==> src/sv/itr_pkg.sv <==
`timescale 1ns / 1ps
package itr_pkg;

    localparam int unsigned DIGIT_BITS = 6;
    localparam int unsigned RADIX_BITS = 6;
    localparam int unsigned CHAR_BITS  = 8;
    // Quotient bits resolved per divider cycle.
    localparam int unsigned STEP_BITS  = 8;

    localparam logic [RADIX_BITS-1:0] RADIX_MIN  = 6'd2;
    localparam logic [RADIX_BITS-1:0] RADIX_MAX  = 6'd36;
    localparam logic [CHAR_BITS-1:0]  MINUS_CHAR = 8'h2D;
    localparam logic [CHAR_BITS-1:0]  ZERO_CHAR  = 8'h30;
    localparam logic [CHAR_BITS-1:0]  ALPHA_CHAR = 8'h61;
    localparam logic [DIGIT_BITS-1:0] TEN        = 6'd10;

    typedef struct packed {
        logic neg;
        logic bad;
    } t_cls;

    function automatic logic [CHAR_BITS-1:0] digit_char(input logic [DIGIT_BITS-1:0] d);
        logic [CHAR_BITS-1:0] c;
        if (d < TEN) begin
            c = ZERO_CHAR + CHAR_BITS'(d);
        end else begin
            c = ALPHA_CHAR + CHAR_BITS'(d - TEN);
        end
        return c;
    endfunction

endpackage

==> src/sv/itr_if.sv <==
`timescale 1ns / 1ps
interface itr_in_if #(
    parameter int unsigned VALUE_BITS = 32
);
    logic                          valid;
    logic                          ready;
    logic signed [VALUE_BITS-1:0]  value;
    logic [5:0]                    radix;

    modport source (output valid, output value, output radix, input ready);
    modport sink   (input valid, input value, input radix, output ready);
endinterface

interface itr_out_if;
    logic       valid;
    logic       ready;
    logic [7:0] character;
    logic       last;
    logic       bad_radix;

    modport source (output valid, output character, output last, output bad_radix,
                    input ready);
    modport sink   (input valid, input character, input last, input bad_radix,
                    output ready);
endinterface

==> src/sv/itr_front.sv <==
`timescale 1ns / 1ps
module itr_front
    import itr_pkg::*;
#(
    parameter int unsigned VALUE_BITS = 32,
    localparam int unsigned ITEM_W    = VALUE_BITS + RADIX_BITS + $bits(t_cls)
) (
    itr_in_if.sink           i_in,
    output logic             o_push,
    output logic [ITEM_W-1:0] o_push_data,
    input  logic             i_full
);

    logic                  neg;
    logic                  bad;
    logic [VALUE_BITS-1:0] mag;
    t_cls                  cls;

    // The most negative value negates to itself, which read unsigned is its magnitude.
    assign neg = i_in.value[VALUE_BITS-1];
    assign mag = neg ? VALUE_BITS'(-i_in.value) : VALUE_BITS'(i_in.value);
    assign bad = (i_in.radix < RADIX_MIN) || (i_in.radix > RADIX_MAX);

    always_comb begin
        cls.neg = neg;
        cls.bad = bad;
    end

    assign i_in.ready   = !i_full;
    assign o_push       = i_in.valid && !i_full;
    assign o_push_data  = {mag, i_in.radix, cls};

endmodule

==> src/sv/itr_fifo.sv <==
`timescale 1ns / 1ps
module itr_fifo #(
    parameter int unsigned WIDTH = 40
) (
    input  logic             i_clk,
    input  logic             i_rst_n,
    input  logic             i_push,
    input  logic [WIDTH-1:0] i_data,
    output logic             o_full,
    input  logic             i_pop,
    output logic             o_valid,
    output logic [WIDTH-1:0] o_data
);

    logic [WIDTH-1:0] r_mem [2];
    logic             r_wr;
    logic             r_rd;
    logic [1:0]       r_cnt;

    assign o_full  = (r_cnt == 2'd2);
    assign o_valid = (r_cnt != 2'd0);
    assign o_data  = r_mem[r_rd];

    always_ff @(posedge i_clk) begin
        if (i_push) begin
            r_mem[r_wr] <= i_data;
        end
    end

    always_ff @(posedge i_clk) begin
        if (!i_rst_n) begin
            r_wr  <= 1'b0;
            r_rd  <= 1'b0;
            r_cnt <= 2'd0;
        end else begin
            if (i_push) begin
                r_wr <= !r_wr;
            end
            if (i_pop) begin
                r_rd <= !r_rd;
            end
            r_cnt <= r_cnt + 2'(i_push) - 2'(i_pop);
        end
    end

endmodule

==> src/sv/itr_back.sv <==
`timescale 1ns / 1ps
module itr_back
    import itr_pkg::*;
#(
    parameter int unsigned VALUE_BITS = 32,
    localparam int unsigned ITEM_W    = VALUE_BITS + RADIX_BITS + $bits(t_cls)
) (
    input  logic              i_clk,
    input  logic              i_rst_n,
    input  logic              i_valid,
    input  logic [ITEM_W-1:0] i_data,
    output logic              o_pop,
    itr_out_if.source         o_out
);

    localparam int unsigned STEPS  = (VALUE_BITS + STEP_BITS - 1) / STEP_BITS;
    localparam int unsigned PAD    = STEPS * STEP_BITS;
    localparam int unsigned CNT_W  = (STEPS > 1) ? $clog2(STEPS) : 1;
    localparam int unsigned DEP_W  = $clog2(VALUE_BITS + 1);
    localparam int unsigned ADDR_W = $clog2(VALUE_BITS);

    typedef enum logic [5:0] {
        S_IDLE = 6'b000001,
        S_DIV  = 6'b000010,
        S_ERR  = 6'b000100,
        S_SIGN = 6'b001000,
        S_READ = 6'b010000,
        S_EMIT = 6'b100000
    } t_state;

    t_state                r_state;
    t_state                n_state;
    logic [PAD-1:0]        r_quo;
    logic [DIGIT_BITS-1:0] r_rem;
    logic [RADIX_BITS-1:0] r_radix;
    logic                  r_neg;
    logic [CNT_W-1:0]      r_cnt;
    logic [DEP_W-1:0]      r_depth;
    logic [DIGIT_BITS-1:0] r_stack [VALUE_BITS];
    logic [DIGIT_BITS-1:0] r_rd;

    logic                  r_ov;
    logic [CHAR_BITS-1:0]  r_ochar;
    logic                  r_olast;
    logic                  r_obad;

    logic [VALUE_BITS-1:0] in_mag;
    logic [RADIX_BITS-1:0] in_radix;
    t_cls                  in_cls;

    logic [DIGIT_BITS:0]   trial;
    logic [DIGIT_BITS-1:0] rem_c;
    logic [STEP_BITS-1:0]  qbits;
    logic [STEP_BITS-1:0]  chunk;
    logic [PAD-1:0]        quo_next;
    logic                  last_step;
    logic [DEP_W-1:0]      depth_m1;
    logic                  out_free;

    assign {in_mag, in_radix, in_cls} = i_data;
    assign o_pop     = (r_state == S_IDLE) && i_valid;
    assign out_free  = !r_ov || o_out.ready;
    assign last_step = (r_cnt == CNT_W'(STEPS - 1));
    assign depth_m1  = r_depth - DEP_W'(1);

    // Restoring division, STEP_BITS quotient bits per cycle, MSB first.
    // Quotient bits shift in at the bottom as dividend bits leave the top.
    always_comb begin
        chunk = r_quo[PAD-1 -: STEP_BITS];
        rem_c = r_rem;
        qbits = '0;
        trial = '0;
        for (int i = 0; i < STEP_BITS; i++) begin
            trial = {rem_c, chunk[STEP_BITS-1-i]};
            if (trial >= {1'b0, r_radix}) begin
                trial = trial - {1'b0, r_radix};
                qbits[STEP_BITS-1-i] = 1'b1;
            end
            rem_c = trial[DIGIT_BITS-1:0];
        end
        quo_next = (r_quo << STEP_BITS) | PAD'(qbits);
    end

    always_comb begin
        n_state = r_state;
        unique case (r_state)
            S_IDLE: begin
                if (i_valid) begin
                    n_state = in_cls.bad ? S_ERR : S_DIV;
                end
            end
            S_DIV: begin
                if (last_step && (quo_next == '0)) begin
                    n_state = S_SIGN;
                end
            end
            S_ERR: begin
                if (out_free) begin
                    n_state = S_IDLE;
                end
            end
            S_SIGN: begin
                if (!r_neg || out_free) begin
                    n_state = S_READ;
                end
            end
            S_READ: begin
                n_state = S_EMIT;
            end
            S_EMIT: begin
                if (out_free) begin
                    n_state = (r_depth == '0) ? S_IDLE : S_READ;
                end
            end
            default: begin
                n_state = S_IDLE;
            end
        endcase
    end

    always_ff @(posedge i_clk) begin
        if (!i_rst_n) begin
            r_state <= S_IDLE;
            r_depth <= '0;
            r_cnt   <= '0;
        end else begin
            r_state <= n_state;
            case (r_state)
                S_IDLE: begin
                    r_depth <= '0;
                    r_cnt   <= '0;
                end
                S_DIV: begin
                    if (last_step) begin
                        r_depth <= r_depth + DEP_W'(1);
                        r_cnt   <= '0;
                    end else begin
                        r_cnt <= r_cnt + CNT_W'(1);
                    end
                end
                S_READ: begin
                    r_depth <= depth_m1;
                end
                default: begin
                end
            endcase
        end
    end

    always_ff @(posedge i_clk) begin
        if (o_pop) begin
            r_quo   <= PAD'(in_mag);
            r_rem   <= '0;
            r_radix <= in_radix;
            r_neg   <= in_cls.neg;
        end else if (r_state == S_DIV) begin
            r_quo <= quo_next;
            r_rem <= last_step ? '0 : rem_c;
        end
    end

    always_ff @(posedge i_clk) begin
        if ((r_state == S_DIV) && last_step) begin
            r_stack[r_depth[ADDR_W-1:0]] <= rem_c;
        end
        if (r_state == S_READ) begin
            r_rd <= r_stack[depth_m1[ADDR_W-1:0]];
        end
    end

    always_ff @(posedge i_clk) begin
        if (!i_rst_n) begin
            r_ov <= 1'b0;
        end else if (out_free && ((r_state == S_ERR) || (r_state == S_EMIT)
                                  || ((r_state == S_SIGN) && r_neg))) begin
            r_ov <= 1'b1;
        end else if (o_out.ready) begin
            r_ov <= 1'b0;
        end
    end

    always_ff @(posedge i_clk) begin
        if (out_free) begin
            if (r_state == S_ERR) begin
                r_ochar <= '0;
                r_olast <= 1'b1;
                r_obad  <= 1'b1;
            end else if (r_state == S_SIGN) begin
                r_ochar <= MINUS_CHAR;
                r_olast <= 1'b0;
                r_obad  <= 1'b0;
            end else if (r_state == S_EMIT) begin
                r_ochar <= digit_char(r_rd);
                r_olast <= (r_depth == '0);
                r_obad  <= 1'b0;
            end
        end
    end

    assign o_out.valid     = r_ov;
    assign o_out.character = r_ochar;
    assign o_out.last      = r_olast;
    assign o_out.bad_radix = r_obad;

endmodule

==> src/sv/integer_to_radix_text.sv <==
`timescale 1ns / 1ps
// Channel   Dir  Payload                               Handshake
// i_in      in   value[VALUE_BITS] signed, radix[6]    valid/ready
// o_out     out  character[8], last, bad_radix         valid/ready
//
// A request enters a two-entry queue; the converter then takes it on its own.
// Every digit comes from the shared remainder unit and goes onto the digit stack;
// once all are in, the sign step runs whether or not a minus sign is sent,
// and each digit is then read back from the stack and emitted, most significant first.
// A bad radix skips the division and gives one result once it leaves the queue.
// Reset is synchronous and clears the queue, the sequencer and the output valid.
module integer_to_radix_text
    import itr_pkg::*;
#(
    parameter int unsigned VALUE_BITS = 32
) (
    input  logic      i_clk,
    input  logic      i_rst_n,
    itr_in_if.sink    i_in,
    itr_out_if.source o_out
);

    localparam int unsigned ITEM_W = VALUE_BITS + RADIX_BITS + $bits(t_cls);

    logic              push;
    logic [ITEM_W-1:0] push_data;
    logic              full;
    logic              pop;
    logic              q_valid;
    logic [ITEM_W-1:0] q_data;

    itr_front #(.VALUE_BITS(VALUE_BITS)) u_front (
        .i_in        (i_in),
        .o_push      (push),
        .o_push_data (push_data),
        .i_full      (full)
    );

    itr_fifo #(.WIDTH(ITEM_W)) u_fifo (
        .i_clk   (i_clk),
        .i_rst_n (i_rst_n),
        .i_push  (push),
        .i_data  (push_data),
        .o_full  (full),
        .i_pop   (pop),
        .o_valid (q_valid),
        .o_data  (q_data)
    );

    itr_back #(.VALUE_BITS(VALUE_BITS)) u_back (
        .i_clk   (i_clk),
        .i_rst_n (i_rst_n),
        .i_valid (q_valid),
        .i_data  (q_data),
        .o_pop   (pop),
        .o_out   (o_out)
    );

    a_bad_single: assert property (@(posedge i_clk) disable iff (!i_rst_n)
        o_out.valid && o_out.bad_radix |-> o_out.last && (o_out.character == 8'd0))
        else $error("bad radix result is not a single zero character");

    a_char_code: assert property (@(posedge i_clk) disable iff (!i_rst_n)
        o_out.valid && !o_out.bad_radix |->
            (o_out.character == MINUS_CHAR)
            || ((o_out.character >= 8'h30) && (o_out.character <= 8'h39))
            || ((o_out.character >= 8'h61) && (o_out.character <= 8'h7A)))
        else $error("character is neither a sign nor a digit");

    a_sign_not_last: assert property (@(posedge i_clk) disable iff (!i_rst_n)
        o_out.valid && (o_out.character == MINUS_CHAR) |-> !o_out.last)
        else $error("minus sign flagged as last character");

    a_no_pop_empty: assert property (@(posedge i_clk) disable iff (!i_rst_n)
        pop |-> q_valid)
        else $error("queue popped while empty");

endmodule

==> src/flat_wrapper.sv <==
// flat-port wrapper written by rule: the top's interface ports become plain ports
module integer_to_radix_text_flat import itr_pkg::*;
#(
    parameter int unsigned VALUE_BITS = 32
)
  (i_clk, i_rst_n, i_in_valid, i_in_value, i_in_radix, i_in_ready, o_out_valid, o_out_character, o_out_last, o_out_bad_radix, o_out_ready);
  itr_in_if #(.VALUE_BITS(VALUE_BITS)) i_in_i ();
  itr_out_if o_out_i ();
  input  logic i_clk;
  input  logic i_rst_n;
  input wire logic [$bits(i_in_i.valid)-1:0] i_in_valid;
  input wire logic [$bits(i_in_i.value)-1:0] i_in_value;
  input wire logic [$bits(i_in_i.radix)-1:0] i_in_radix;
  output wire logic [$bits(i_in_i.ready)-1:0] i_in_ready;
  output wire logic [$bits(o_out_i.valid)-1:0] o_out_valid;
  output wire logic [$bits(o_out_i.character)-1:0] o_out_character;
  output wire logic [$bits(o_out_i.last)-1:0] o_out_last;
  output wire logic [$bits(o_out_i.bad_radix)-1:0] o_out_bad_radix;
  input wire logic [$bits(o_out_i.ready)-1:0] o_out_ready;
  assign i_in_i.valid = i_in_valid;
  assign i_in_i.value = i_in_value;
  assign i_in_i.radix = i_in_radix;
  assign i_in_ready = i_in_i.ready;
  assign o_out_valid = o_out_i.valid;
  assign o_out_character = o_out_i.character;
  assign o_out_last = o_out_i.last;
  assign o_out_bad_radix = o_out_i.bad_radix;
  assign o_out_i.ready = o_out_ready;
  integer_to_radix_text #(.VALUE_BITS(VALUE_BITS)) u_core (.i_clk(i_clk), .i_rst_n(i_rst_n), .i_in(i_in_i), .o_out(o_out_i));
endmodule
==> config.mk <==
export PLATFORM = sky130hd
export DESIGN_NAME = integer_to_radix_text_flat
export DESIGN_NICKNAME = d
export VERILOG_FILES = /design/src/sv/itr_pkg.sv /design/src/sv/itr_if.sv /design/src/sv/itr_front.sv /design/src/sv/itr_fifo.sv /design/src/sv/itr_back.sv /design/src/sv/integer_to_radix_text.sv /design/src/flat_wrapper.sv
export SDC_FILE = /design/constraint.sdc
export NUM_CORES = 1
export LEC_CHECK = 0
export ABC_AREA = 1
export BUFFER_PORTS_ARGS = -buffer_cell sky130_fd_sc_hd__buf_2
export CAP_MARGIN = 20
export CORE_UTILIZATION = 30
export DETAILED_ROUTE_END_ITERATION = 6
export GPL_ROUTABILITY_DRIVEN = 1
export GPL_TIMING_DRIVEN = 0
export SLEW_MARGIN = 20
export SYNTH_ARGS = -nofsm -noshare
export SYNTH_HDL_FRONTEND = slang
export SYNTH_HIERARCHICAL = 1
export SYNTH_SLANG_ARGS = --single-unit
==> constraint.sdc <==
create_clock -name i_clk -period 16.3 [get_ports i_clk]
set_input_delay 2.445 -clock i_clk [delete_from_list [all_inputs] [get_ports i_clk]]
set_output_delay 2.445 -clock i_clk [all_outputs]
set_load 0.01 [all_outputs]
Word level (Yosys, flattened, before mapping) --
Memory sizes are Yosys's and may differ from the RTL's. A register that Yosys moved wholly into a read port is not among the register bits. Cells that the tools add are included.
Storage, ports and cells: flip-flop bits (word level) 74, bits in writable memories 272, bits of input ports 42, memories 2
Memories:
- u_core.u_back.r_stack | words 32, bits a word 6, read ports 1, clocked after Yosys merged registers in 1, wr ports 1, line itr_back.sv:39 | logic [DIGIT_BITS-1:0] r_stack [VALUE_BITS];
- u_core.u_fifo.r_mem | words 2, bits a word 40, read ports 1, clocked after Yosys merged registers in 1, wr ports 1, line itr_fifo.sv:15 | logic [WIDTH-1:0] r_mem [2];
Cells by class: add/subtract/negate cells 17, $lt $le $gt $ge 11, eq/ne operators 14, muxes and demuxes 47, bitwise logic cells 1, reductions and logical operators 28
Operators with widths (number):
- 32-bit two-way mux | 3
- 6-bit two-way mux | 16
- 7-bit by 6-bit >= comparator with 1-bit output | 8
- 6-bit subtractor | 8
- 6-bit case mux with 6 select lines | 1
- 32-bit zero test | 1
- 32-bit negation | 1
- 32-bit by 8-bit OR with 32-bit output | 1
- 1-bit two-way mux | 20
- 6-bit case mux with 3 select lines | 1
- 8-bit two-way mux | 2
- 2-bit != test (second input constant) | 6
- 7-bit by 8-bit adder with 8-bit output (first input constant) | 1
- 2-bit nonzero test | 4
- 6-bit by 6-bit adder with 7-bit output (first input constant) | 1
- 6-bit by 4-bit subtractor with 7-bit output (second input constant) | 1
- 6-bit by 1-bit adder with 6-bit output (second input constant) | 1
- 6-bit by 1-bit == test with 1-bit output (second input constant) | 1
- 6-bit by 2-bit == test with 1-bit output (second input constant) | 1
- 6-bit by 3-bit == test with 1-bit output (second input constant) | 1
- 6-bit by 4-bit == test with 1-bit output (second input constant) | 1
- 6-bit by 5-bit == test with 1-bit output (second input constant) | 1
- 6-bit == test (second input constant) | 1
- 6-bit > comparator (second input constant) | 1
- other kinds (19) | 35

Longest topological paths before layout --
Gate-level depths: netlist of run 1.
word-level depth 21, depth in mapped cells 90, gate-level depth less buffers 88

Cells and area by module --
Netlist of run 1, hierarchy kept.
By module, submodules not included:
- itr_back | instances 1, cells an instance 1389, area each 13970.9 um2, seq. area each 7837.5 um2
- itr_fifo | instances 1, cells an instance 157, area each 3123.0 um2, seq. area each 2502.4 um2
- itr_front | instances 1, cells an instance 237, area each 1117.3 um2, seq. area each 0.0 um2

Worst setup path after synthesis of run 1 --
No wires, ideal clock.
kind register to register, start point register u_core.u_back.r_radix[1], end point memory u_core.u_back.r_stack[0][5], data pin, setup time 0.281 ns, arrival 12.234 ns, slack 3.785 ns, stages on the path, launching flop included 83, path buffers 3, cell sequence edfxtp_1 > inv_1 > ha_1 > nand2_1 > inv_2 > nand2_1 > nand3_1 > nand2_2 > nand2_8 > nand2_1 > nand2_1 > ha_1 > nand2_1 > inv_1 > a21oi_1 > nand3_1 > a21oi_4 > nand3_4 > [... 47 more ...] > nor2_1 > o21a_1 > nand3_2 > buf_6 > o21ai_1 > inv_1 > ha_1 > a21oi_1 > o21bai_1 > a21oi_1 > inv_1 > a21oi_1 > a21oi_1 > nor2_1 > nand2_2 > buf_4 > nand2_2 > o21a_1
On the way: word-level cells in the longest chain between the ends 16
RTL lines:
- start, declared | line itr_back.sv:35 | logic [RADIX_BITS-1:0] r_radix;
- start signal, assigned | line itr_back.sv:154 | r_radix <= in_radix;
- 6-bit subtractor / 7-bit by 6-bit >= comparator with 1-bit output (equally long branches) | line itr_back.sv:76, itr_back.sv:75
- 6-bit two-way mux | line itr_back.sv:75 | if (trial >= {1'b0, r_radix}) begin
- 6-bit subtractor / 7-bit by 6-bit >= comparator with 1-bit output (equally long branches) | line itr_back.sv:76, itr_back.sv:75
- 6-bit two-way mux | line itr_back.sv:75
- 6-bit subtractor / 7-bit by 6-bit >= comparator with 1-bit output (equally long branches) | line itr_back.sv:76, itr_back.sv:75
- 6-bit two-way mux | line itr_back.sv:75
- 6-bit subtractor / 7-bit by 6-bit >= comparator with 1-bit output (equally long branches) | line itr_back.sv:76, itr_back.sv:75
- 6-bit two-way mux | line itr_back.sv:75
- 6-bit subtractor / 7-bit by 6-bit >= comparator with 1-bit output (equally long branches) | line itr_back.sv:76, itr_back.sv:75
- 6-bit two-way mux | line itr_back.sv:75
- 7-bit by 6-bit >= comparator with 1-bit output / 6-bit subtractor (equally long branches) | line itr_back.sv:75, itr_back.sv:76
- 6-bit two-way mux | line itr_back.sv:75
- 6-bit subtractor / 7-bit by 6-bit >= comparator with 1-bit output (equally long branches) | line itr_back.sv:76, itr_back.sv:75
- 6-bit two-way mux | line itr_back.sv:75
- 6-bit subtractor / 7-bit by 6-bit >= comparator with 1-bit output (equally long branches) | line itr_back.sv:76, itr_back.sv:75
- 6-bit two-way mux (*) | line itr_back.sv:75
- net u_core.u_back.trial[5] | line itr_back.sv:51 | logic [DIGIT_BITS:0] trial;
- end, declared | line itr_back.sv:39
Mark *: on every way through the listed nets, which the timed path passes. The rest lies on a longest branch.

Worst setup path in the final report of run 1 --
start point register u_core.u_back.r_radix[2], end point memory u_core.u_back.r_stack[17][5], data pin
On the way: word-level cells in the longest chain between the ends 16
RTL lines (line):
- 6-bit subtractor / 7-bit by 6-bit >= comparator with 1-bit output (equally long branches) | itr_back.sv:76, itr_back.sv:75
- 6-bit two-way mux | itr_back.sv:75
- 6-bit subtractor / 7-bit by 6-bit >= comparator with 1-bit output (equally long branches) | itr_back.sv:76, itr_back.sv:75
- 6-bit two-way mux | itr_back.sv:75
- 6-bit subtractor / 7-bit by 6-bit >= comparator with 1-bit output (equally long branches) | itr_back.sv:76, itr_back.sv:75
- 6-bit two-way mux | itr_back.sv:75
- 6-bit subtractor / 7-bit by 6-bit >= comparator with 1-bit output (equally long branches) | itr_back.sv:76, itr_back.sv:75
- 6-bit two-way mux | itr_back.sv:75
- 7-bit by 6-bit >= comparator with 1-bit output / 6-bit subtractor (equally long branches) | itr_back.sv:75, itr_back.sv:76
- 6-bit two-way mux | itr_back.sv:75
- 6-bit subtractor / 7-bit by 6-bit >= comparator with 1-bit output (equally long branches) | itr_back.sv:76, itr_back.sv:75
- 6-bit two-way mux | itr_back.sv:75
- 6-bit subtractor / 7-bit by 6-bit >= comparator with 1-bit output (equally long branches) | itr_back.sv:76, itr_back.sv:75
- 6-bit two-way mux | itr_back.sv:75
- 6-bit subtractor / 7-bit by 6-bit >= comparator with 1-bit output (equally long branches) | itr_back.sv:76, itr_back.sv:75
- 6-bit two-way mux (*) | itr_back.sv:75
- net u_core.u_back.trial[5] | itr_back.sv:51
Marked as above.

==> impl_metrics.yaml, run 1 <==
yosys:
  synth.largest_area_cell: "edfxtp_1"
  synth_compound_area_frac: 0.0921
  synth_top_area_frac: 0.539
  synth_edf_count: 327
  synthTopCellsByArea: "edfxtp_1 54%, nand2_1 7.2%, nor2_1 5.0%, ha_1 4.1%, inv_1 3.4%"
  synth_top_family_by_area: "simple AND/OR/NAND/NOR gates"
  synth-seq-cells: 353
  async_reset_ff_frac: 0
  ys_seq_area_frac: 0.568
  syn_avg_cell_area_um2: 10.2
  synthCells: 1783
  synthAdderAreaFrac: 0.0500
  synth_simple_gate_area_frac: 0.177
  synthMuxAreaShare: 0.0352
  syn_area_um2: 18200
  ys_types: 50
  synth_xor_xnor_area_share: 0.0240
  yosys_warnings: 6
  syn_nets: 1893
  synth_flop_cell: "edfxtp_1"
cells_and_area:
  drive_above_1_share: 0.130
  final_nets: 1994
  final_common_cell: "nand2_1"
  final_core_util: 0.349
  final_cell_mix: "346 x nand2_1, 327 x edfxtp_1, 243 x nor2_1, 160 x inv_1, 110 x o21ai_0"
  fillers: 5956
  area_delta_synth_final_pct: 14.1
  diodes: 0
flow_run:
  drv_cap: 0
global_route:
  grt_pass1_vias: 13108
  grt-busiest-layer: "met2"
  gr-total-overflow: 0
  grt_util_all_layers: 0.146
  grt_max_degree: 34
  gr-usage-met3: 0.0290
  antenna_found_initial: 1
  grt_pass1_wl_mm: 70.5
  grt_util_met1: 0.187
  grt_use_met2: 0.245
sta:
  rsz0062_at_grt: "no"
  period_share: 0.905
  fin_ws_ns: 1.54
  clock_skew_ns: 0.0261
  setup_viol: 0
  fmax_ghz: 0.0678
  max_slew_margin: 0.319
  worst_pin_slew_ns: 1.02
  hold_viol_final: 0
  tns_ns: 0
  drv_slew: 0
  fin_crit_ns: 14.76
  fin_hold_ws_ns: 0.471
setup_path:
  rrSetupSlack_ns: 1.54
  cp.arrival_ns: 15.00
  required_ns: 16.54
  worst-path-max-fanout: 32
  reg2reg_from: "u_core/u_back/r_radix[2]"
  critPathSlowestCell: "o21a_2"
  crit_path_start: "u_core/u_back/r_radix[2]"
  rr_endpoint: "u_core/u_back/r_stack[17][5]"
  cp-endpoint: "u_core/u_back/r_stack[17][5]"
  max_stage_delay_ns: 0.54
  critPathCaptureType: "flip-flop"
  crit_path_frequent_cell: "nand2_1"
  start_kind: "flip-flop"
  crit_type: "flip-flop to flip-flop"
  reg2regPathDepth: 82
floorplanning:
  design.portCount: 54
  num_rows: 89
  die_w_um: 248
  start_util: 0.306
  core_area_um2: 59500
  die-area_um2: 61700
  die_y_um: 248
clock_tree:
  cts_buffers: 36
  cts_sinks: 353
  clockBufferDepth: 3
  htreeDepth: 2
  cts.reportedPaths.clkPinSlew_ns: 0.06
  insertion_delay_ns: 0.54
  cts_tree: "done"
  hold_buffers: 0
  root_buffer: "clkbuf_16"
outcome:
  status: "finished clean"
placement:
  place_congestion: 0.879
  post-place-ws_ns: 0.700
  hpwlAfterDp_mm: 32.4
  port_buffers: 52
drt:
  wl_per_cell_um: 16.7
  num_vias: 13144
  antenna_left: 0
  vias_per_cell: 4.90
  firstDrtPassIters: 6
  drcViolationCount: 0
  wl_mm: 44.7
  first_iter_violations: 1068
min_path:
  hold_path_class: "flip-flop to flip-flop"
[stage by stage]
stage	cells	instance area, µm²
final	2685	20800
after global routing	2685	20800
after CTS	2677	20700
after detailed placement	2611	19500
after global placement	2608	19400
after floorplan	1783	18200
[critical path: cells and delay by family (launching register included)]
family                     cells  cell delay (ns)
adders and majority gates      8             2.77
AOI/OAI and AO/OA             30             5.62
and+or+nand+nor               32             3.75
buffers and inverters         12             1.94
DFF                            1             0.36
[state kept, by name, summed over array words and instances, names as in the netlist, 2 cells and up, named ones only]
register                       cells
u_core/u_back/o_out.character      8
u_core/u_back/r_cnt                2
u_core/u_back/r_depth              6
u_core/u_back/r_quo               32
u_core/u_back/r_radix              6
u_core/u_back/r_rd                 6
u_core/u_back/r_rem                6
u_core/u_back/r_stack            192
u_core/u_back/r_state              6
u_core/u_fifo/r_cnt                2
u_core/u_fifo/r_mem               80
[cell families (layout without fill, tap and decap cells)]
group,after synthesis,count (layout)
simple gates,744,744
flops,353,353
fa+ha+maj,68,68
buf+inv,238,367
compound gates,271,271
mux,59,59
xor+xnor,50,50
[routing by layer]
layer  wire (µm)  vias to the layer above  part of all wire
met5           7                        -           0.00016
met3        2590                       84             0.058
met1       19700                     6286              0.44
met4        1250                        2             0.028
li1            -                     6397                 -
met2       21100                      375              0.47
[final cells by class]
| cell class | count | area (µm²) | share of cell area |
|---|---|---|---|
| inverters | 172 | 653 | 0.0314 |
| plain buffers | 66 | 337 | 0.0162 |
| repair buffers | 63 | 368 | 0.0177 |
| multi-input cells | 1192 | 6940 | 0.334 |
| flip-flops and latches | 353 | 10300 | 0.498 |
| clock buffers | 47 | 972 | 0.0468 |
| clock inverters | 19 | 198 | 0.00952 |
| well taps | 773 | 967 | 0.0466 |
[how the worst min path moves through the flow]
stage | start | endpoint | slack, ns | cells past startpoint
6_report | u_core/u_back/r_cnt[0] | u_core/u_back/r_cnt[0] | 0.47 | 1
5_1_grt | u_core/u_back/r_cnt[0] | u_core/u_back/r_cnt[0] | 0.50 | 1
4_1_cts | u_core/u_back/r_cnt[1] | u_core/u_back/r_cnt[1] | 0.47 | 2
3_5_place_dp | u_core/u_back/r_cnt[0] | u_core/u_back/r_cnt[0] | 0.46 | 1
3_3_place_gp | u_core/u_back/r_cnt[0] | u_core/u_back/r_cnt[0] | 0.44 | 1
2_1_floorplan | u_core/u_back/r_cnt[0] | u_core/u_back/r_cnt[0] | 0.43 | 1
[synth_stat cells (11+ instances only)]
cell type,instances
edfxtp_1,327
o21ai_0,110
nand2_2,15
o21ai_1,14
nand4_1,17
mux2i_1,19
ha_1,60
a21oi_1,43
xor2_1,27
dfxtp_1,26
clkbuf_1,44
mux2_2,40
o221ai_1,19
o32ai_1,30
inv_1,163
xnor2_1,23
a31oi_1,13
buf_4,11
o211ai_1,18
nand3_1,64
nor2_1,244
nand2_1,347
[timing repair]
action	in CTS	in global routing
setup buffers	0	8
resized for setup	0	6
setup endpoints to repair	0	193
Power of run 1 is not shown: default switching activity piles up to over one toggle a cycle in this logic, so the estimate is an artifact.
==> inputs of run 2 (changes only) <==
--- a/config.mk
+++ b/config.mk
@@ -7,3 +7,2 @@
 export LEC_CHECK = 0
-export ABC_AREA = 1
 export BUFFER_PORTS_ARGS = -buffer_cell sky130_fd_sc_hd__buf_2
@@ -14,2 +13,3 @@
 export GPL_TIMING_DRIVEN = 0
+export PLACE_DENSITY = 0.42
 export SLEW_MARGIN = 20
--- a/constraint.sdc
+++ b/constraint.sdc
@@ -3,2 +3,2 @@
 set_output_delay 2.445 -clock i_clk [all_outputs]
-set_load 0.01 [all_outputs]
+set_load 0.02 [all_outputs]
==> run 2 against run 1 <==
Compared with the run above: die area decreased by 1.6%; synthesized cell count is 28% lower; worst hold slack gained 0.020 ns; count of clock-buffer cells in the layout increased by 7; global-route usage is 1.0 points higher; sequential share of layout area decreased by 2.2 points; critical path depth shrank 9; critical path type unchanged; cell count down 16%; cell area rose by 4.6%.
==> impl_metrics.yaml, run 2 <==
outcome:
  status: "finished clean"
yosys:
  ys_types: 96
  synth_flop_cell: "edfxtp_1"
  yosysMostFrequentCell: "edfxtp_1"
  syn_nets: 1401
  synth_top_area_frac: 0.548
  synthTopCellsByArea: "edfxtp_1 55%, mux4_2 7.5%, ha_1 4.2%, mux2_2 3.6%, dfxtp_1 2.9%"
  syn_area_um2: 17900
  synthCells: 1291
  ys_seq_area_frac: 0.577
  synth-seq-cells: 353
  syn_avg_cell_area_um2: 13.9
  synthTopCellsByCount: "327 x edfxtp_1, 138 x nand2_1, 85 x nor2_1, 60 x ha_1, 60 x mux4_2"
  synth_edf_count: 327
  async_reset_ff_frac: 0
  synth.largest_area_cell: "edfxtp_1"
  yosys_warnings: 6
global_route:
  grt_pass1_vias: 11281
  grt_pass1_wl_mm: 70.7
  grt_max_degree: 34
  grt_util_all_layers: 0.156
  antenna_found_initial: 3
  gr-total-overflow: 0
sta:
  drv_slew: 0
  clock_skew_ns: 0.0367
  rsz0062_at_grt: "yes"
  fmax_ghz: 0.0630
  worst_pin_slew_ns: 0.986
  setup_viol: 0
  max_slew_margin: 0.343
  tns_ns: 0
  fin_crit_ns: 15.86
  period_share: 0.973
  hold_viol_final: 0
floorplanning:
  num_rows: 89
  die_w_um: 246
  design.portCount: 54
  core_area_um2: 59000
  die-area_um2: 60700
  die_y_um: 246
  start_util: 0.303
clock_tree:
  cts_sinks: 353
  root_buffer: "clkbuf_16"
  insertion_delay_ns: 0.56
  cts.reportedPaths.clkPinSlew_ns: 0.06
  cts_buffers: 40
  cts_tree: "done"
  clockBufferDepth: 3
  htreeDepth: 2
drt:
  first_iter_violations: 673
  firstDrtPassIters: 5
  vias_per_cell: 4.95
  wl_mm: 47.5
  drcViolationCount: 0
  wl_per_cell_um: 21.0
  num_vias: 11227
  antenna_left: 0
cells_and_area:
  fillers: 5721
  area_delta_synth_final_pct: 21.3
  drive_above_1_share: 0.295
  diodes: 0
  final_core_util: 0.368
  largest_reg_flops: 192
  seqCellArea_um2: 10300
  final_cell_mix: "327 x edfxtp_1, 137 x nand2_1, 81 x buf_4, 80 x nor2_1, 60 x mux4_2"
  final_nets: 1575
  multiInputGateArea_um2: 7750
  fin_cells: 2268
  final_common_cell: "edfxtp_1"
flow_run:
  drv_cap: 0
setup_path:
  crit_type: "flip-flop to flip-flop"
  worst-path-max-fanout: 7
  critPathCaptureType: "flip-flop"
  crit_path_frequent_cell: "a21o_1"
  path_buf_inv: 8
  start_kind: "flip-flop"
  critPathTopFamily: "compound AO/OA/AOI/OAI gates"
  critPathSlowestCell: "or4_4"
  cp.arrival_ns: 16.28
  max_stage_delay_ns: 0.55
  required_ns: 16.72
placement:
  hpwlAfterDp_mm: 32.4
  port_buffers: 53
  dpl.cell_count: 2119
  place_congestion: 0.801
min_path:
  hold_path_class: "flip-flop to flip-flop"
run 2: cell types whose count changed in the layout (fill, tap and decap cells not counted), sizes merged, moves of 25 or more:
cell	change
o21ai	-91
nand3	-57
mux2	+25
xnor2	+29
mux4	+60
inv	-120
o32ai	-27
nand2	-227
nor2	-176
buf	+65
run 2: cell families after synthesis:
group / count (synthesis) / share of synthesized area
simple gates: 362 / 0.101
flops: 353 / 0.577
compound gates: 200 / 0.0852
mux: 138 / 0.126
buf+inv: 103 / 0.0256
fa+ha+maj: 68 / 0.0509
xor+xnor: 67 / 0.0335
run 2: path summary, 6_finish.rpt:
path	to	slack [ns]	depth (start not counted)	from
worst min-delay path	u_core/u_back/r_cnt[0]	0.49	2	u_core/u_back/r_cnt[0]
worst min register to register	u_core/u_back/r_cnt[0]	0.49	2	u_core/u_back/r_cnt[0]
worst max-delay path	u_core/u_back/r_state[1]	0.44	73	u_core/u_back/r_radix[4]
worst max register to register	u_core/u_back/r_state[1]	0.44	73	u_core/u_back/r_radix[4]
run 2: stage by stage:
| stage | setup slack (ns) | hold WS [ns] | area, µm² |
|---|---|---|---|
| detailed placement | -4.21 | 0.468 | 19300 |
| floorplan | 0.00775 | 0.445 | 18000 |
| global placement | -4.11 | 0.461 | 19200 |
| finish | 0.437 | 0.491 | 21700 |
| CTS | 0.0250 | 0.476 | 21200 |
| global route | -0.199 | 0.490 | 21700 |
run 2: what timing repair did:
| action | CTS | global route |
|---|---|---|
| setup endpoints to repair | 206 | 205 |
| pin swaps | 23 | 52 |
| setup buffers | 43 | 33 |
| hold buffers | 0 | 0 |
| resized for setup | 58 | 39 |
| gates cloned | 1 | 0 |
run 2: final cells by class:
class / instances / area share
plain buffers: 48 / 0.0136
clock buffers: 54 / 0.0513
clock inverters: 18 / 0.00541
inverters: 55 / 0.0104
multi-input cells: 836 / 0.357
flip-flops and latches: 353 / 0.476
well taps: 773 / 0.0445
repair buffers: 131 / 0.0422
run 2: per-layer routing:
metal / track usage / part of all wire / up-vias
li1: - / - / 5280
met1: 0.217 / 0.47 / 5650
met2: 0.253 / 0.47 / 227
met3: 0.0259 / 0.042 / 66
met4: 0.0376 / 0.020 / 4
met5: 0 / 0.00048 / -
run 2: worst register-to-register path: cells and delay by family (launching register included):
family                   cells  cell delay (ns)
buffers and inverters        8             1.17
flip-flops                   1             0.37
adder cells (fa/ha/maj)      8             2.12
AO/OA/AOI/OAI               39             8.26
AND/OR/NAND/NOR             13             2.32
multiplexers                 5             1.50
Power of run 2 is left out for the same reason.
==> inputs of run 3 (changes only) <==
CORE_UTILIZATION = 45   (was 30)
PLACE_DENSITY = 0.59   (was 0.42)
SYNTH_HIERARCHICAL = not set   (was 1)
==> run 3 against run 2 <==
Compared with the run above: register-to-register slack better by 0.25 ns; via count decreased by 0.27%; worst hold slack worse by 0.011 ns; routed wire length shrank 9.4%; clock skew down 0.016 ns; count of clock-buffer cells in the layout unchanged; cell area shrank 5.6%; sequential cell count stayed put; synthesized cell count shrank 1.9%; fmax up 1.6%; cell count is 14% lower; die area fell by 35%.
==> impl_metrics.yaml, run 3 <==
sta:
  worst_pin_slew_ns: 1.01
  fin_hold_ws_ns: 0.480
  hold_viol_final: 0
  fin_ws_ns: 0.683
  max_slew_margin: 0.330
  clock_skew_ns: 0.0203
  period_share: 0.958
  fmax_ghz: 0.0640
  setup_viol: 0
  drv_slew: 0
  fin_crit_ns: 15.62
flow_run:
  drv_cap: 0
setup_path:
  crit_path_frequent_cell: "a21o_1"
  critPathSlowestCell: "a221o_2"
  cp.arrival_ns: 15.86
  reg2reg_from: "u_core.u_back.r_radix[3]"
  critPathCaptureType: "flip-flop"
  worst-path-max-fanout: 10
  crit_type: "flip-flop to flip-flop"
  max_stage_delay_ns: 0.45
  required_ns: 16.55
  crit_path_start: "u_core.u_back.r_radix[3]"
  start_kind: "flip-flop"
yosys:
  syn_nets: 1376
  ys_types: 88
  synthTopCellsByArea: "edfxtp_1 56%, mux4_2 7.7%, ha_1 4.3%, dfxtp_1 3.0%, xnor2_1 2.9%"
  synth_top_area_frac: 0.561
  synth_edf_count: 327
  synth_flop_cell: "edfxtp_1"
  async_reset_ff_frac: 0
  synth-seq-cells: 353
  yosys_warnings: 0
  synthTopCellsByCount: "327 x edfxtp_1, 90 x nor2_1, 82 x nand2_1, 68 x o21ai_0"
  synth.largest_area_cell: "edfxtp_1"
  synthCells: 1266
  ys_seq_area_frac: 0.591
  syn_area_um2: 17500
  syn_avg_cell_area_um2: 13.8
  yosysMostFrequentCell: "edfxtp_1"
global_route:
  grt_pass1_vias: 10872
  grt_util_met1: 0.316
  antenna_found_initial: 0
  grt_util_all_layers: 0.218
  grt_use_met2: 0.331
  grt_pass1_wl_mm: 63.8
  grt-busiest-layer: "met2"
  gr-total-overflow: 0
  grt_max_degree: 34
  gr-usage-met3: 0.0420
cells_and_area:
  multiInputGateArea_um2: 7210
  drive_above_1_share: 0.221
  fillers: 3195
  finalInstanceArea_um2: 20500
  largest_reg_flops: 192
  area_delta_synth_final_pct: 17.2
  final_cell_mix: "327 x edfxtp_1, 86 x nor2_1, 82 x nand2_1, 60 x mux4_2"
  final_common_cell: "edfxtp_1"
  fin_cells: 1950
  seqCellArea_um2: 10300
  final_nets: 1522
  diodes: 0
drt:
  wl_mm: 43.0
  drcViolationCount: 0
  wl_per_cell_um: 22.1
  first_iter_violations: 953
  vias_per_cell: 5.74
  firstDrtPassIters: 5
  antenna_left: 0
  num_vias: 11197
floorplanning:
  die_w_um: 199
  die-area_um2: 39700
  core_area_um2: 37900
  design.portCount: 54
  start_util: 0.461
  num_rows: 71
  die_y_um: 199
clock_tree:
  cts_tree: "done"
  htreeDepth: 2
  clockBufferDepth: 3
  cts.reportedPaths.clkPinSlew_ns: 0.06
  cts_buffers: 39
  insertion_delay_ns: 0.54
  cts_sinks: 353
  hold_buffers: 0
  root_buffer: "clkbuf_16"
placement:
  dpl.cell_count: 1835
  placed_area_um2: 18600
  hpwlAfterDp_mm: 28.6
  place_congestion: 0.849
  port_buffers: 53
  post-place-ws_ns: -3.27
min_path:
  hold_path_class: "flip-flop to flip-flop"
  min_from: "u_core.u_back.r_depth[5]"
outcome:
  status: "finished clean"
-- run 3: cell types whose count changed in the layout (fill, tap and decap cells not counted), moves of 10 or more --
cell	previous run	this run
buf_4	81	35
clkbuf_1	34	44
mux2_2	54	22
mux2i_1	6	36
nand2_1	137	82
nand2b_1	7	18
o21ai_0	26	57
-- run 3: per-layer routing --
layer  wire length (µm)  vias up  part of all wire
li1                   -     5204                 -
met4               1050        0             0.024
met1              20000     5616              0.46
met2              19500      308              0.45
met3               2510       69             0.058
met5                  0        -                 0
-- run 3: area by class of cell --
class,count,area share
Sequential cell,353,0.504
Multi-Input combinational cell,821,0.352
Clock buffer,54,0.0514
Timing Repair Buffer,98,0.0365
Tap cell,511,0.0312
Inverter,62,0.0121
Buffer,37,0.00732
Clock inverter,14,0.00555
-- run 3: final timing paths --
kind | cells after the start | slack [ns] | endpoint
worst max-delay path | 73 | 0.68 | u_core.u_back.r_stack[22][4]
worst min-delay path | 1 | 0.48 | u_core.u_back.r_depth[5]
worst min register to register | 1 | 0.48 | u_core.u_back.r_depth[5]
worst max register to register | 73 | 0.68 | u_core.u_back.r_stack[22][4]
-- run 3: repair_timing --
action                                  4_1_cts  5_1_grt
setup buffers                                21       19
gates resized for setup                      39       44
endpoints found under the setup margin      202      201
gates cloned                                  3        4
pin swaps                                     9       18
-- run 3: logic make-up after synthesis --
group | Yosys count | share of synthesized area
buffers and inverters | 99 | 0.0217
adders and majority gates | 68 | 0.0521
and+or+nand+nor | 298 | 0.0841
muxes | 126 | 0.117
DFF | 353 | 0.591
AOI/OAI and AO/OA | 249 | 0.0976
xor gates and xnor gates | 73 | 0.0366
-- run 3: worst max-delay path, delay by kind of cell, from the launching register on --
family	cells	cell delay, ns
compound gates	39	7.79
fa+ha+maj	8	2.35
simple gates	12	2.06
mux	5	1.65
buf+inv	9	1.03
flops	1	0.38
-- run 3: stage by stage --
step	setup TNS, ns	util
after floorplan	-12.46	-
after global placement	-745.81	0.485
after detailed placement	-577.99	0.490
after CTS	0	0.530
after global routing	-2.39	0.540
final	0	0.540
Power of run 3 is left out for the same reason.
